==> src/hdl/adaptive_capacity_admission_fifo_macros.svh <==
// Assertion macros used by the adaptive capacity admission FIFO module.
// No dependencies; included by the files that carry assertions.
`ifndef ADAPTIVE_CAPACITY_ADMISSION_FIFO_MACROS_SVH
`define ADAPTIVE_CAPACITY_ADMISSION_FIFO_MACROS_SVH

// Same-cycle implication, disabled while reset is high.
`define ACAF_ASSERT_IMPLY(label, clk, rst, ante, cons, msg) \
   label: assert property (@(posedge clk) disable iff (rst) (ante) |-> (cons)) \
      else $error(msg);

// Next-cycle implication, disabled while reset is high.
`define ACAF_ASSERT_NEXT(label, clk, rst, ante, cons, msg) \
   label: assert property (@(posedge clk) disable iff (rst) (ante) |=> (cons)) \
      else $error(msg);

`endif

==> src/hdl/acaf_pkg.sv <==
// Package for the adaptive capacity admission FIFO: sizes, codes and types.
// No dependencies.
`timescale 1ns / 1ps

package acaf_pkg;

   // Queue geometry.
   localparam int FIFO_DEPTH = 16;
   localparam int PTR_W      = $clog2(FIFO_DEPTH);
   localparam int CNT_W      = $clog2(FIFO_DEPTH + 1);

   // Field widths.
   localparam int OP_W     = 2;
   localparam int AMT_W    = 16;
   localparam int STATUS_W = 3;
   localparam int IDX_W    = 2;

   // Operation codes; bit 1 alone marks a tick.
   localparam logic [OP_W-1:0] OP_ADD      = 2'd0;
   localparam logic [OP_W-1:0] OP_PROCESS  = 2'd1;
   localparam int              OP_TICK_BIT = 1;

   // Result status codes.
   localparam logic [STATUS_W-1:0] STATUS_ADDED     = 3'd0;
   localparam logic [STATUS_W-1:0] STATUS_DROPPED   = 3'd1;
   localparam logic [STATUS_W-1:0] STATUS_PROCESSED = 3'd2;
   localparam logic [STATUS_W-1:0] STATUS_EMPTY     = 3'd3;
   localparam logic [STATUS_W-1:0] STATUS_TICK      = 3'd4;

   // Configuration register indexes.
   localparam logic [IDX_W-1:0] REG_INIT_CAP = 2'd0;
   localparam logic [IDX_W-1:0] REG_MAX_CAP  = 2'd1;
   localparam logic [IDX_W-1:0] REG_INTERVAL = 2'd2;

   // Configuration defaults after reset.
   localparam logic [AMT_W-1:0] INIT_CAP_RESET = 16'd10;
   localparam logic [AMT_W-1:0] MAX_CAP_RESET  = 16'd40;
   localparam logic [AMT_W-1:0] INTERVAL_RESET = 16'd1;

   // One result word.
   typedef struct packed {
      logic [STATUS_W-1:0] status;
      logic [AMT_W-1:0]    processed_amount;
      logic [AMT_W-1:0]    occupancy_now;
      logic [AMT_W-1:0]    capacity_now;
   } rsp_word_type;

endpackage

==> src/hdl/acaf_req_if.sv <==
// Request channel: one operation word per handshake.
// Depends on acaf_pkg.
`timescale 1ns / 1ps

interface acaf_req_if;
   import acaf_pkg::*;

   logic             valid;
   logic             ready;
   logic [OP_W-1:0]  op;
   logic [AMT_W-1:0] amount;

   modport source (output valid, output op, output amount, input ready);
   modport sink   (input valid, input op, input amount, output ready);
endinterface

==> src/hdl/acaf_rsp_if.sv <==
// Response channel: one result word per handshake.
// Depends on acaf_pkg.
`timescale 1ns / 1ps

interface acaf_rsp_if;
   import acaf_pkg::*;

   logic                valid;
   logic                ready;
   logic [STATUS_W-1:0] status;
   logic [AMT_W-1:0]    processed_amount;
   logic [AMT_W-1:0]    occupancy_now;
   logic [AMT_W-1:0]    capacity_now;

   modport source (output valid, output status, output processed_amount,
                   output occupancy_now, output capacity_now, input ready);
   modport sink   (input valid, input status, input processed_amount,
                   input occupancy_now, input capacity_now, output ready);
endinterface

==> src/hdl/acaf_csr_if.sv <==
// Configuration write channel: register index and write data.
// Depends on acaf_pkg.
`timescale 1ns / 1ps

interface acaf_csr_if;
   import acaf_pkg::*;

   logic             valid;
   logic             ready;
   logic [IDX_W-1:0] index;
   logic [AMT_W-1:0] data;

   modport source (output valid, output index, output data, input ready);
   modport sink   (input valid, input index, input data, output ready);
endinterface

==> src/hdl/acaf_ram.sv <==
// Generic single-write, single-read RAM with a registered read port.
// No dependencies.
`timescale 1ns / 1ps

module acaf_ram #(
   parameter int WIDTH = 16,
   parameter int DEPTH = 16
) (
   input  logic                     clock,
   input  logic                     wr_en,
   input  logic [$clog2(DEPTH)-1:0] wr_addr,
   input  logic [WIDTH-1:0]         wr_data,
   input  logic [$clog2(DEPTH)-1:0] rd_addr,
   output logic [WIDTH-1:0]         rd_data
);

   logic [WIDTH-1:0] mem [DEPTH];
   logic [WIDTH-1:0] rd_data_ff;

   // Write port and registered read port.
   always_ff @(posedge clock) begin
      if (wr_en) begin
         mem[wr_addr] <= wr_data;
      end
      rd_data_ff <= mem[rd_addr];
   end

   assign rd_data = rd_data_ff;

endmodule

==> src/hdl/adaptive_capacity_admission_fifo.sv <==
// Adaptive capacity admission FIFO. Add, tick and empty-queue process words go straight to the staging
// register; a process that pops an entry first waits in the pop state for the registered read of the
// amount RAM and for a free staging register. Each response passes the staging and output registers.
// A staging register feeds the output register, so one new word is taken while a response waits.
// Synchronous active-high reset loads the configuration defaults and a capacity of 10 and
// empties the queue; the amount RAM is not cleared and needs no clearing pass.
`timescale 1ns / 1ps

module adaptive_capacity_admission_fifo (
   input logic         clock,
   input logic         reset,
   acaf_req_if.sink    req_ch,
   acaf_rsp_if.source  rsp_ch,
   acaf_csr_if.sink    csr_ch
);
   import acaf_pkg::*;
   `include "adaptive_capacity_admission_fifo_macros.svh"

   localparam logic ST_IDLE = 1'b0;
   localparam logic ST_POP  = 1'b1;

   logic               state_ff, state_in;
   logic [AMT_W-1:0]   init_cap_ff, max_cap_ff, interval_ff;
   logic [AMT_W-1:0]   capacity_ff, capacity_in;
   logic [AMT_W-1:0]   occupancy_ff, occupancy_in;
   logic [AMT_W-1:0]   elapsed_ff, elapsed_in;
   logic [PTR_W-1:0]   head_ff, head_in, tail_ff, tail_in;
   logic [CNT_W-1:0]   count_ff, count_in;
   logic               stage_valid_ff, stage_valid_in;
   rsp_word_type       stage_ff, stage_in;
   logic               rsp_valid_ff;
   rsp_word_type       rsp_word_ff;

   logic               stage_move, stage_free, accept, csr_write;
   logic               is_tick, is_add, is_proc;
   logic               adj_due, grow, shrink, admit;
   logic [AMT_W:0]     cap_double, occ_sum;
   logic [AMT_W-1:0]   cap_adj, ram_rd_data;
   logic               ram_we;

   // Handshakes: the staging register is free when empty or moving to the output.
   assign stage_move   = stage_valid_ff && (!rsp_valid_ff || rsp_ch.ready);
   assign stage_free   = !stage_valid_ff || stage_move;
   assign req_ch.ready = (state_ff == ST_IDLE) && stage_free;
   assign accept       = req_ch.valid && req_ch.ready;
   assign csr_ch.ready = 1'b1;
   assign csr_write    = csr_ch.valid;

   // Operation decode; any word with bit 1 set is a tick.
   assign is_tick = req_ch.op[OP_TICK_BIT];
   assign is_add  = !is_tick && (req_ch.op == OP_ADD);
   assign is_proc = !is_tick && (req_ch.op == OP_PROCESS);

   // Capacity adjustment ahead of an add.
   assign adj_due    = elapsed_ff >= interval_ff;
   assign cap_double = {capacity_ff, 1'b0};
   assign grow       = (occupancy_ff > (capacity_ff >> 1)) && (capacity_ff < max_cap_ff);
   assign shrink     = (occupancy_ff < (capacity_ff >> 2)) && (capacity_ff > 16'd1);

   always_comb begin
      cap_adj = capacity_ff;
      if (adj_due) begin
         if (grow) begin
            cap_adj = (cap_double < {1'b0, max_cap_ff}) ? cap_double[AMT_W-1:0] : max_cap_ff;
         end else if (shrink) begin
            cap_adj = capacity_ff >> 1;
         end
      end
   end

   // Admission against the adjusted capacity and the free entries.
   assign occ_sum = {1'b0, occupancy_ff} + {1'b0, req_ch.amount};
   assign admit   = (occ_sum <= {1'b0, cap_adj}) && (count_ff < CNT_W'(FIFO_DEPTH));

   // Amount storage.
   acaf_ram #(
      .WIDTH (AMT_W),
      .DEPTH (FIFO_DEPTH)
   ) u_ram (
      .clock   (clock),
      .wr_en   (ram_we),
      .wr_addr (tail_ff),
      .wr_data (req_ch.amount),
      .rd_addr (head_ff),
      .rd_data (ram_rd_data)
   );

   // Next-state logic for the queue, capacity and staging register.
   always_comb begin
      state_in       = state_ff;
      capacity_in    = capacity_ff;
      occupancy_in   = occupancy_ff;
      elapsed_in     = elapsed_ff;
      head_in        = head_ff;
      tail_in        = tail_ff;
      count_in       = count_ff;
      stage_valid_in = stage_valid_ff && !stage_move;
      stage_in       = stage_ff;
      ram_we         = 1'b0;

      unique case (state_ff)
         ST_IDLE: begin
            if (accept) begin
               if (is_tick) begin
                  if (elapsed_ff != '1) begin
                     elapsed_in = elapsed_ff + 16'd1;
                  end
                  stage_in       = '{status: STATUS_TICK, processed_amount: '0,
                                     occupancy_now: occupancy_ff, capacity_now: capacity_ff};
                  stage_valid_in = 1'b1;
               end else if (is_add) begin
                  capacity_in = cap_adj;
                  if (adj_due) begin
                     elapsed_in = '0;
                  end
                  if (admit) begin
                     ram_we       = 1'b1;
                     tail_in      = (tail_ff == PTR_W'(FIFO_DEPTH - 1)) ? '0 :
                                    tail_ff + PTR_W'(1);
                     count_in     = count_ff + CNT_W'(1);
                     occupancy_in = occ_sum[AMT_W-1:0];
                     stage_in     = '{status: STATUS_ADDED, processed_amount: '0,
                                      occupancy_now: occ_sum[AMT_W-1:0],
                                      capacity_now: cap_adj};
                  end else begin
                     stage_in     = '{status: STATUS_DROPPED, processed_amount: '0,
                                      occupancy_now: occupancy_ff, capacity_now: cap_adj};
                  end
                  stage_valid_in = 1'b1;
               end else if (count_ff == '0) begin
                  stage_in       = '{status: STATUS_EMPTY, processed_amount: '0,
                                     occupancy_now: occupancy_ff, capacity_now: capacity_ff};
                  stage_valid_in = 1'b1;
               end else begin
                  // Head entry is being read; finish once the data returns.
                  state_in = ST_POP;
               end
            end
         end
         ST_POP: begin
            if (stage_free) begin
               head_in        = (head_ff == PTR_W'(FIFO_DEPTH - 1)) ? '0 :
                                head_ff + PTR_W'(1);
               count_in       = count_ff - CNT_W'(1);
               occupancy_in   = occupancy_ff - ram_rd_data;
               stage_in       = '{status: STATUS_PROCESSED, processed_amount: ram_rd_data,
                                  occupancy_now: occupancy_ff - ram_rd_data,
                                  capacity_now: capacity_ff};
               stage_valid_in = 1'b1;
               state_in       = ST_IDLE;
            end
         end
         default: state_in = ST_IDLE;
      endcase

      // A write of the initial capacity reloads the capacity at once.
      if (csr_write && (csr_ch.index == REG_INIT_CAP)) begin
         capacity_in = (csr_ch.data == '0) ? 16'd1 : csr_ch.data;
      end
   end

   // Control and queue state.
   always_ff @(posedge clock) begin
      if (reset) begin
         state_ff       <= ST_IDLE;
         capacity_ff    <= INIT_CAP_RESET;
         occupancy_ff   <= '0;
         elapsed_ff     <= '0;
         head_ff        <= '0;
         tail_ff        <= '0;
         count_ff       <= '0;
         stage_valid_ff <= 1'b0;
      end else begin
         state_ff       <= state_in;
         capacity_ff    <= capacity_in;
         occupancy_ff   <= occupancy_in;
         elapsed_ff     <= elapsed_in;
         head_ff        <= head_in;
         tail_ff        <= tail_in;
         count_ff       <= count_in;
         stage_valid_ff <= stage_valid_in;
      end
   end

   // Configuration registers.
   always_ff @(posedge clock) begin
      if (reset) begin
         init_cap_ff <= INIT_CAP_RESET;
         max_cap_ff  <= MAX_CAP_RESET;
         interval_ff <= INTERVAL_RESET;
      end else if (csr_write) begin
         unique case (csr_ch.index)
            REG_INIT_CAP: init_cap_ff <= csr_ch.data;
            REG_MAX_CAP:  max_cap_ff  <= csr_ch.data;
            REG_INTERVAL: interval_ff <= csr_ch.data;
            default: ;
         endcase
      end
   end

   // Staging payload.
   always_ff @(posedge clock) begin
      stage_ff <= stage_in;
   end

   // Output register.
   always_ff @(posedge clock) begin
      if (reset) begin
         rsp_valid_ff <= 1'b0;
      end else if (stage_move) begin
         rsp_valid_ff <= 1'b1;
      end else if (rsp_ch.ready) begin
         rsp_valid_ff <= 1'b0;
      end
   end

   always_ff @(posedge clock) begin
      if (stage_move) begin
         rsp_word_ff <= stage_ff;
      end
   end

   assign rsp_ch.valid            = rsp_valid_ff;
   assign rsp_ch.status           = rsp_word_ff.status;
   assign rsp_ch.processed_amount = rsp_word_ff.processed_amount;
   assign rsp_ch.occupancy_now    = rsp_word_ff.occupancy_now;
   assign rsp_ch.capacity_now     = rsp_word_ff.capacity_now;

   // Checks on the queue bookkeeping, the capacity and the staging flow.
   `ACAF_ASSERT_IMPLY(a_empty_ptrs, clock, reset, count_ff == '0, head_ff == tail_ff,
                      "empty queue with unequal pointers")
   `ACAF_ASSERT_NEXT(a_pop_entered, clock, reset, accept && is_proc && (count_ff != '0),
                     state_ff == ST_POP, "process did not start a read")
   `ACAF_ASSERT_IMPLY(a_pop_blocks, clock, reset, state_ff == ST_POP, !req_ch.ready,
                      "request taken during a pop")
   `ACAF_ASSERT_NEXT(a_stage_held, clock, reset, stage_valid_ff && !stage_move,
                     stage_valid_ff, "staged word lost")
   `ACAF_ASSERT_IMPLY(a_cap_nonzero, clock, reset, init_cap_ff == init_cap_ff,
                      capacity_ff != '0, "capacity reached zero")

endmodule
==> src/flat_wrapper.sv <==
// flat-port wrapper written by rule: the top's interface ports become plain ports
module adaptive_capacity_admission_fifo_flat import acaf_pkg::*;
  (clock, reset, req_ch_valid, req_ch_op, req_ch_amount, req_ch_ready, rsp_ch_valid, rsp_ch_status, rsp_ch_processed_amount, rsp_ch_occupancy_now, rsp_ch_capacity_now, rsp_ch_ready, csr_ch_valid, csr_ch_index, csr_ch_data, csr_ch_ready);
  acaf_req_if req_ch_i ();
  acaf_rsp_if rsp_ch_i ();
  acaf_csr_if csr_ch_i ();
  input logic clock;
  input logic reset;
  input wire logic [$bits(req_ch_i.valid)-1:0] req_ch_valid;
  input wire logic [$bits(req_ch_i.op)-1:0] req_ch_op;
  input wire logic [$bits(req_ch_i.amount)-1:0] req_ch_amount;
  output wire logic [$bits(req_ch_i.ready)-1:0] req_ch_ready;
  output wire logic [$bits(rsp_ch_i.valid)-1:0] rsp_ch_valid;
  output wire logic [$bits(rsp_ch_i.status)-1:0] rsp_ch_status;
  output wire logic [$bits(rsp_ch_i.processed_amount)-1:0] rsp_ch_processed_amount;
  output wire logic [$bits(rsp_ch_i.occupancy_now)-1:0] rsp_ch_occupancy_now;
  output wire logic [$bits(rsp_ch_i.capacity_now)-1:0] rsp_ch_capacity_now;
  input wire logic [$bits(rsp_ch_i.ready)-1:0] rsp_ch_ready;
  input wire logic [$bits(csr_ch_i.valid)-1:0] csr_ch_valid;
  input wire logic [$bits(csr_ch_i.index)-1:0] csr_ch_index;
  input wire logic [$bits(csr_ch_i.data)-1:0] csr_ch_data;
  output wire logic [$bits(csr_ch_i.ready)-1:0] csr_ch_ready;
  assign req_ch_i.valid = req_ch_valid;
  assign req_ch_i.op = req_ch_op;
  assign req_ch_i.amount = req_ch_amount;
  assign req_ch_ready = req_ch_i.ready;
  assign rsp_ch_valid = rsp_ch_i.valid;
  assign rsp_ch_status = rsp_ch_i.status;
  assign rsp_ch_processed_amount = rsp_ch_i.processed_amount;
  assign rsp_ch_occupancy_now = rsp_ch_i.occupancy_now;
  assign rsp_ch_capacity_now = rsp_ch_i.capacity_now;
  assign rsp_ch_i.ready = rsp_ch_ready;
  assign csr_ch_i.valid = csr_ch_valid;
  assign csr_ch_i.index = csr_ch_index;
  assign csr_ch_i.data = csr_ch_data;
  assign csr_ch_ready = csr_ch_i.ready;
  adaptive_capacity_admission_fifo u_core (.clock(clock), .reset(reset), .req_ch(req_ch_i), .rsp_ch(rsp_ch_i), .csr_ch(csr_ch_i));
endmodule
==> config.mk <==
export PLATFORM = sky130hd
export DESIGN_NAME = adaptive_capacity_admission_fifo_flat
export DESIGN_NICKNAME = d
export VERILOG_FILES = /design/src/hdl/acaf_pkg.sv /design/src/hdl/acaf_req_if.sv /design/src/hdl/acaf_rsp_if.sv /design/src/hdl/acaf_csr_if.sv /design/src/hdl/acaf_ram.sv /design/src/hdl/adaptive_capacity_admission_fifo.sv /design/src/flat_wrapper.sv
export VERILOG_INCLUDE_DIRS = /design/src /design/src/hdl
export SDC_FILE = /design/constraint.sdc
export NUM_CORES = 1
export LEC_CHECK = 0
export BUFFER_PORTS_ARGS = -buffer_cell sky130_fd_sc_hd__buf_4
export CAP_MARGIN = 20
export CELL_PAD_IN_SITES_DETAIL_PLACEMENT = 1
export CELL_PAD_IN_SITES_GLOBAL_PLACEMENT = 2
export CORE_ASPECT_RATIO = 1.25
export CORE_MARGIN = 1.5
export CORE_UTILIZATION = 40
export CTS_CLUSTER_DIAMETER = 40
export CTS_CLUSTER_SIZE = 28
export DETAILED_ROUTE_END_ITERATION = 6
export PLACE_DENSITY_LB_ADDON = 0.1
export RECOVER_POWER = 25
export SLEW_MARGIN = 20
export SYNTH_ARGS = -nofsm -noshare
export SYNTH_HDL_FRONTEND = slang
export SYNTH_SLANG_ARGS = --single-unit
export TNS_END_PERCENT = 1
==> constraint.sdc <==
create_clock -name clock -period 5.47 [get_ports clock]
set_input_delay 1.094 -clock clock [delete_from_list [all_inputs] [get_ports clock]]
set_output_delay 1.094 -clock clock [all_outputs]
set_load 0.05 [all_outputs]
==> results of run 1 <==
==> flip-flops by register name (all words and copies together), names as in the netlist, 3 cells and up <==
signal,count
u_core.capacity_ff,16
u_core.count_ff,5
u_core.elapsed_ff,16
u_core.head_ff,4
u_core.interval_ff,16
u_core.max_cap_ff,16
u_core.occupancy_ff,16
u_core.rsp_ch.capacity_now,16
u_core.rsp_ch.occupancy_now,16
u_core.rsp_ch.processed_amount,16
u_core.rsp_ch.status,3
u_core.stage_ff,51
u_core.tail_ff,4
u_core.u_ram.mem,256
u_core.u_ram.rd_data,16
==> kinds of logic after synthesis <==
kind of cell	after synthesis	share of synthesized area [%]
muxes	111	9.617
and+or+nand+nor	391	8.604
xor gates and xnor gates	38	1.515
AOI/OAI and AO/OA	331	10.76
DFF	470	59.13
other	1	0.01707
buffers and inverters	147	2.682
adders and majority gates	133	7.676
==> metrics by stage <==
stage | TNS (ns) | setup WS (ns) | instance area (µm²) | std cells
after floorplan | -25.40 | -0.4275 | 21970 | 1622
after global placement | 0 | 0.03715 | 24410 | 2491
after detailed placement | -7.298 | -0.07003 | 24410 | 2491
after CTS | -0.05005 | -0.009360 | 26510 | 2608
after global routing | -1.195 | -0.03220 | 26610 | 2612
final | 0 | 0.2275 | 26610 | 2612
==> how the worst min path moves through the flow <==
| stage | startpoint | endpoint | slack, ns | depth (start not counted) |
|---|---|---|---|---|
| 2_1_floorplan | u_core.stage_ff[0] | u_core.rsp_ch.capacity_now[0] | 0.40 | 0 |
| 3_3_place_gp | u_core.stage_ff[10] | u_core.rsp_ch.capacity_now[10] | 0.40 | 0 |
| 3_5_place_dp | u_core.stage_ff[37] | u_core.rsp_ch.processed_amount[5] | 0.41 | 0 |
| 4_1_cts | u_core.stage_ff[5] | u_core.rsp_ch.capacity_now[5] | 0.41 | 0 |
| 5_1_grt | u_core.stage_ff[4] | u_core.rsp_ch.capacity_now[4] | 0.42 | 0 |
| 6_report | u_core.stage_ff[5] | u_core.rsp_ch.capacity_now[5] | 0.41 | 0 |
==> cell usage in the layout (no fill, tap or decap), types with 23 or more instances in the layout <==
| cell type | instances |
|---|---|
| o21ai_0 | 44 |
| a21oi_1 | 91 |
| nand3_1 | 27 |
| a21o_1 | 29 |
| buf_4 | 186 |
| ha_1 | 130 |
| inv_1 | 78 |
| mux2i_1 | 30 |
| mux4_2 | 80 |
| nand2_1 | 128 |
| xnor2_1 | 23 |
| nor2_1 | 101 |
| dfxtp_1 | 110 |
| clkbuf_16 | 61 |
| edfxtp_1 | 358 |
==> cell type report <==
class,instances,area (µm²),area share [%]
multi-input combinational,1005,8519,32.02
clock buffer,63,1534,5.765
clock inverter,53,561.8,2.111
timing repair buffer,216,1790,6.729
sequential,470,13000,48.86
tap,727,909.6,3.419
inverter,78,292.8,1.100
==> critical path: cells and delay by family, from the launching register on <==
| family | cells | cell delay (ns) |
|---|---|---|
| fa+ha+maj | 2 | 0.51 |
| compound gates | 5 | 1.57 |
| simple gates | 8 | 1.61 |
| buf+inv | 5 | 0.91 |
| flops | 1 | 0.34 |
==> synth_stat cells (all sizes together) (14+ instances only) <==
cell | instances | area share, %
nand4 | 19 | 0.54
inv | 78 | 1.3
a21o | 29 | 0.99
mux2i | 30 | 1.4
clkbuf | 44 | 0.75
a311oi | 14 | 0.59
nand3 | 27 | 0.61
xor2 | 15 | 0.60
o21a | 14 | 0.48
o22ai | 14 | 0.46
ha | 130 | 7.4
edfxtp | 358 | 49
nor3 | 20 | 0.50
dfxtp | 112 | 10
xnor2 | 23 | 0.92
nor2 | 104 | 1.8
a21oi | 93 | 2.2
buf | 25 | 0.60
mux4 | 80 | 8.2
nand2 | 130 | 2.3
o21ai | 50 | 1.2
nor4 | 16 | 0.55
==> metal layers <==
metal	GRT usage [%]	share of wire, %
met1	27.75	41
met2	41.81	53
met3	2.763	2.5
met4	8.741	3.9
met5	0	0
==> power by group through the flow <==
| stage | Sequential (mW) | Clock [mW] | Combinational (mW) |
|---|---|---|---|
| floorplan | 4.16 | 0 | 0.792 |
| global route | 4.02 | 4.24 | 1.64 |
| detailed placement | 4.09 | 0 | 1.46 |
| global placement | 4.09 | 0 | 1.44 |
| finish | 4.01 | 4.00 | 1.51 |
| CTS | 4.01 | 4.11 | 1.47 |
==> timing repair <==
action,in CTS,in global routing
pin swaps,2,2
setup endpoints to repair,247,289
hold buffers,0,0
setup buffers,1,4
resized for setup,0,18
==> qor.yml, run 1 <==
run_status:
  status: "completed"
worst_hold_path:
  min_path_type: "flop to flop"
worst_setup_path:
  r2r-end: "u_core.u_ram.mem[0][7]"
  cp_slowest_cell: "a311oi_1"
  max_stage_delay_ns: 0.78
  reg2reg_depth: 20
  start_kind: "flop"
  critPathArrivalTime_ns: 5.58
  crit_type: "flop to flop"
  path_cells: "buf_4, ha_1, and3_1, o2111ai_1, a311oi_1, nor4_4, buf_4, o21a_1, buf_12, o22ai_1, ha_1, nand2_1, nor4_4, and4_4, o221ai_2, nor3_2, buf_4, nand2_1, nor3_4, buf_12"
  crit_top_cell: "buf_4"
  crit_path_end: "u_core.u_ram.mem[0][7]"
  startpoint: "u_core.capacity_ff[6]"
  cp_max_fo: 12
  r2r_slack_ns: 0.23
  r2r_start: "u_core.capacity_ff[6]"
  cp.required_ns: 5.81
  endpoint_kind: "flop"
yosys:
  ys.warnings.count: 0
  syn_avg_cell_area_um2: 13.55
  ys.flop_type: "edfxtp_1"
  syn_inst: 1622
  seq_area_frac_synth_pct: 59.13
  synth_nets: 1796
  async_flop_share_pct: 0
  ys_ff_latch: 470
  yosys.cell_types.count: 84
  synth_area_um2: 21970
  synth_edf_count: 358
job:
  drv_cap: 0
global_route:
  grt_antenna_before_repair: 0
  grt_max_degree: 56
  overflow: 0
  grt_use_total_pct: 23.04
  grt_pass1_wl_um: 96370
  grt_pass1_vias: 15280
power:
  p_leak_nw: 9.687
  switchingPower_mw: 2.746
  combPwrFrac_pct: 15.9
  peakVddDrop_v: 0.0002887
  sequentialPowerShare_pct: 42.1
  powerDensity_nw_per_um2: 358.1
  switching_share_pct: 28.81
  power_mw: 9.529
  power_frac_clock_pct: 42.0
  p_int_mw: 6.783
route:
  drc: 0
  firstDrtPassIters: 4
  ant_nets: 0
  vias: 14260
  wl_um: 63480
  vias_per_cell: 5.460
  initialDrtViolationCount: 674
  wire_per_inst_um: 24.30
finish:
  fill_cells: 5418
  area.growth.synth_to_final_pct: 21.09
  utilization_pct: 49.31
  nNetsFinal: 2006
  diodes: 0
  drive_gt1_share_pct: 24.24
sta:
  tightest_slew_ns: 1.042
  maxSlewHeadroom_pct: 30.52
  hold_viol_final: 0
  rsz0062_at_grt: "true"
  clock_skew_ns: 0.02604
  period_minus_slack_ns: 5.243
  fmax_ghz: 0.1907
  finalSetupViolations: 0
  min_period_over_period_pct: 95.84
  slew_viol_final: 0
  hold_ws_ns: 0.4074
cts:
  root_buffer: "clkbuf_16"
  clk_path_buf_depth: 3
  clkTransAtPathRegs_ns: 0.07
  insertion_delay_ns: 0.63
  cts_tree: "built"
  cts-htree-levels: 2
  cts_buffers: 61
  clock-sinks: 470
die:
  dieArea_um2: 56360
  die_w_um: 212.6
  coreArea_um2: 53960
  ios: 95
  num_rows: 95
  die_y_um: 265.0
  initial_core_util_pct: 40.72
placed_design:
  detailed_place_hpwl_um: 47870
  gp_congestion: 0.8358
  port_buffers: 93
No activity file was read; power rests on OpenSTA's default activity.
==> run 2: changes to the inputs <==
--- a/config.mk
+++ b/config.mk
@@ -13,9 +13,10 @@
 export CORE_ASPECT_RATIO = 1.25
 export CORE_MARGIN = 1.5
 export CORE_UTILIZATION = 40
-export CTS_CLUSTER_DIAMETER = 40
+export CTS_CLUSTER_DIAMETER = 150
 export CTS_CLUSTER_SIZE = 28
 export DETAILED_ROUTE_END_ITERATION = 6
+export GPL_TIMING_DRIVEN = 0
 export PLACE_DENSITY_LB_ADDON = 0.1
 export RECOVER_POWER = 25
 export SLEW_MARGIN = 20
==> qor.yml, run 2 (synthesis gave the netlist of run 1 again) <==
worst_setup_path:
  start_kind: "flop"
  crit_type: "flop to flop"
  cp.required_ns: 5.75
  critPathArrivalTime_ns: 5.64
  cp_max_fo: 8
  endpoint_kind: "flop"
  cp_slowest_cell: "or4_4"
  path_cells: "inv_1, ha_1, nand4_1, o31ai_4, a221oi_4, or4_4, nand2_8, buf_12, a2bb2oi_4, o22ai_1, ha_1, nand4_1, nor4_4, and4_4, o221ai_4, nor3_4, buf_12, nand2_4, nor3_4, buf_6, buf_6"
  max_stage_delay_ns: 0.60
finish:
  area.growth.synth_to_final_pct: 17.21
  utilization_pct: 47.73
  nNetsFinal: 2004
  layout_commonest_cell: "edfxtp_1"
  layout_common_cells: "edfxtp_1, buf_4, ha_1"
  largest_reg_flops: 256
  diodes: 0
  largest_register: "u_core.u_ram.mem"
  reg.largest.list: "u_core.u_ram.mem x256, u_core.stage_ff x51"
  fill_cells: 5523
  drive_gt1_share_pct: 22.07
sta:
  fmax_ghz: 0.1868
  period_minus_slack_ns: 5.355
  min_period_over_period_pct: 97.89
  clock_skew_ns: 0.03659
  maxSlewHeadroom_pct: 31.26
  hold_viol_final: 0
  tightest_slew_ns: 1.031
  slew_viol_final: 0
  finalSetupViolations: 0
power:
  powerDensity_nw_per_um2: 293.9
  power_mw: 7.569
  peakVddDrop_v: 0.0002047
  p_leak_nw: 9.086
cts:
  cts_buffers: 20
  clkTransAtPathRegs_ns: 0.12
  cts_tree: "built"
  insertion_delay_ns: 0.58
  root_buffer: "clkbuf_16"
  cts-htree-levels: 1
  clk_path_buf_depth: 3
  clock-sinks: 470
route:
  vias_per_cell: 5.594
  vias: 14380
  ant_nets: 0
  drc: 0
  wl_um: 66590
  firstDrtPassIters: 5
  initialDrtViolationCount: 924
  wire_per_inst_um: 25.90
run_status:
  status: "completed"
worst_hold_path:
  min_path_type: "flop to flop"
global_route:
  grt_max_degree: 30
  grt_antenna_before_repair: 0
  grt_use_total_pct: 23.69
  grt_pass1_wl_um: 97530
  overflow: 0
  grt_pass1_vias: 14950
placed_design:
  port_buffers: 92
  gp_congestion: 0.8658
  detailed_place_hpwl_um: 48360
job:
  drv_cap: 0
die:
  coreArea_um2: 53960
  num_rows: 95
  initial_core_util_pct: 40.72
  dieArea_um2: 56360
  die_y_um: 265.0
  die_w_um: 212.6
  ios: 95
## run 2: per-stage QoR
step | TNS (ns) | worst slack (ns) | area (µm²) | hold WS [ns] | instances
2_1_floorplan | -25.40 | -0.4275 | 21970 | 0.4003 | 1622
3_3_place_gp | -840.67 | -3.780 | 23570 | 0.4000 | 2441
3_5_place_dp | -544.98 | -2.275 | 23890 | 0.4056 | 2456
4_1_cts | 0 | 0.01069 | 25260 | 0.4203 | 2525
5_1_grt | -2.507 | -0.07286 | 25760 | 0.4302 | 2571
6_report | 0 | 0.1154 | 25760 | 0.4156 | 2571
## run 2: layout make-up
| type | instances | area, µm² | area share, % |
|---|---|---|---|
| clock buffer | 35 | 578.1 | 2.244 |
| clock inverter | 1 | 8.758 | 0.03401 |
| multi-input combinational | 1005 | 8920 | 34.63 |
| buffer | 69 | 332.8 | 1.292 |
| tap | 727 | 909.6 | 3.532 |
| timing repair buffer | 186 | 1655 | 6.427 |
| sequential | 470 | 13060 | 50.70 |
| inverter | 78 | 292.8 | 1.137 |
## run 2: worst paths after layout
path | startpoint | to | slack [ns] | cells after the start
worst max register to register | u_core.capacity_ff[12] | u_core.u_ram.mem[2][11] | 0.12 | 21
worst max-delay path | u_core.capacity_ff[12] | u_core.u_ram.mem[2][11] | 0.12 | 21
worst min register to register | u_core.stage_ff[42] | u_core.rsp_ch.processed_amount[10] | 0.42 | 0
worst min-delay path | u_core.stage_ff[42] | u_core.rsp_ch.processed_amount[10] | 0.42 | 0
## run 2: where the power goes
part           switching (mW)  total [mW]  leakage [nW]  internal (mW)
clock                    1.08        1.81         0.279          0.734
sequential             0.0853        4.04          4.23           3.95
combinational            1.02        1.72          4.58          0.698
## run 2: worst max-delay path, delay by kind of cell (launching register included)
family	cells	cell delay, ns
adder cells (fa/ha/maj)	2	0.64
buffers and inverters	5	0.74
AO/OA/AOI/OAI	5	0.99
flip-flops	1	0.41
AND/OR/NAND/NOR	9	2.25
## run 2: metal layers
| metal | up-vias | global-route usage [%] | wire (µm) |
|---|---|---|---|
| li1 | 6641 | - | - |
| met1 | 7342 | 29.30 | 26920 |
| met2 | 301 | 43.16 | 35030 |
| met3 | 98 | 1.747 | 2109 |
| met4 | 0 | 8.511 | 2539 |
| met5 | - | 0 | 0 |
## run 2: repair_timing
action                     CTS  global route
buffers inserted            33            46
hold endpoints to repair     0             0
pin swaps                   19            26
setup endpoints to repair  298           283
hold buffers                 0             0
gates resized for setup     89            35
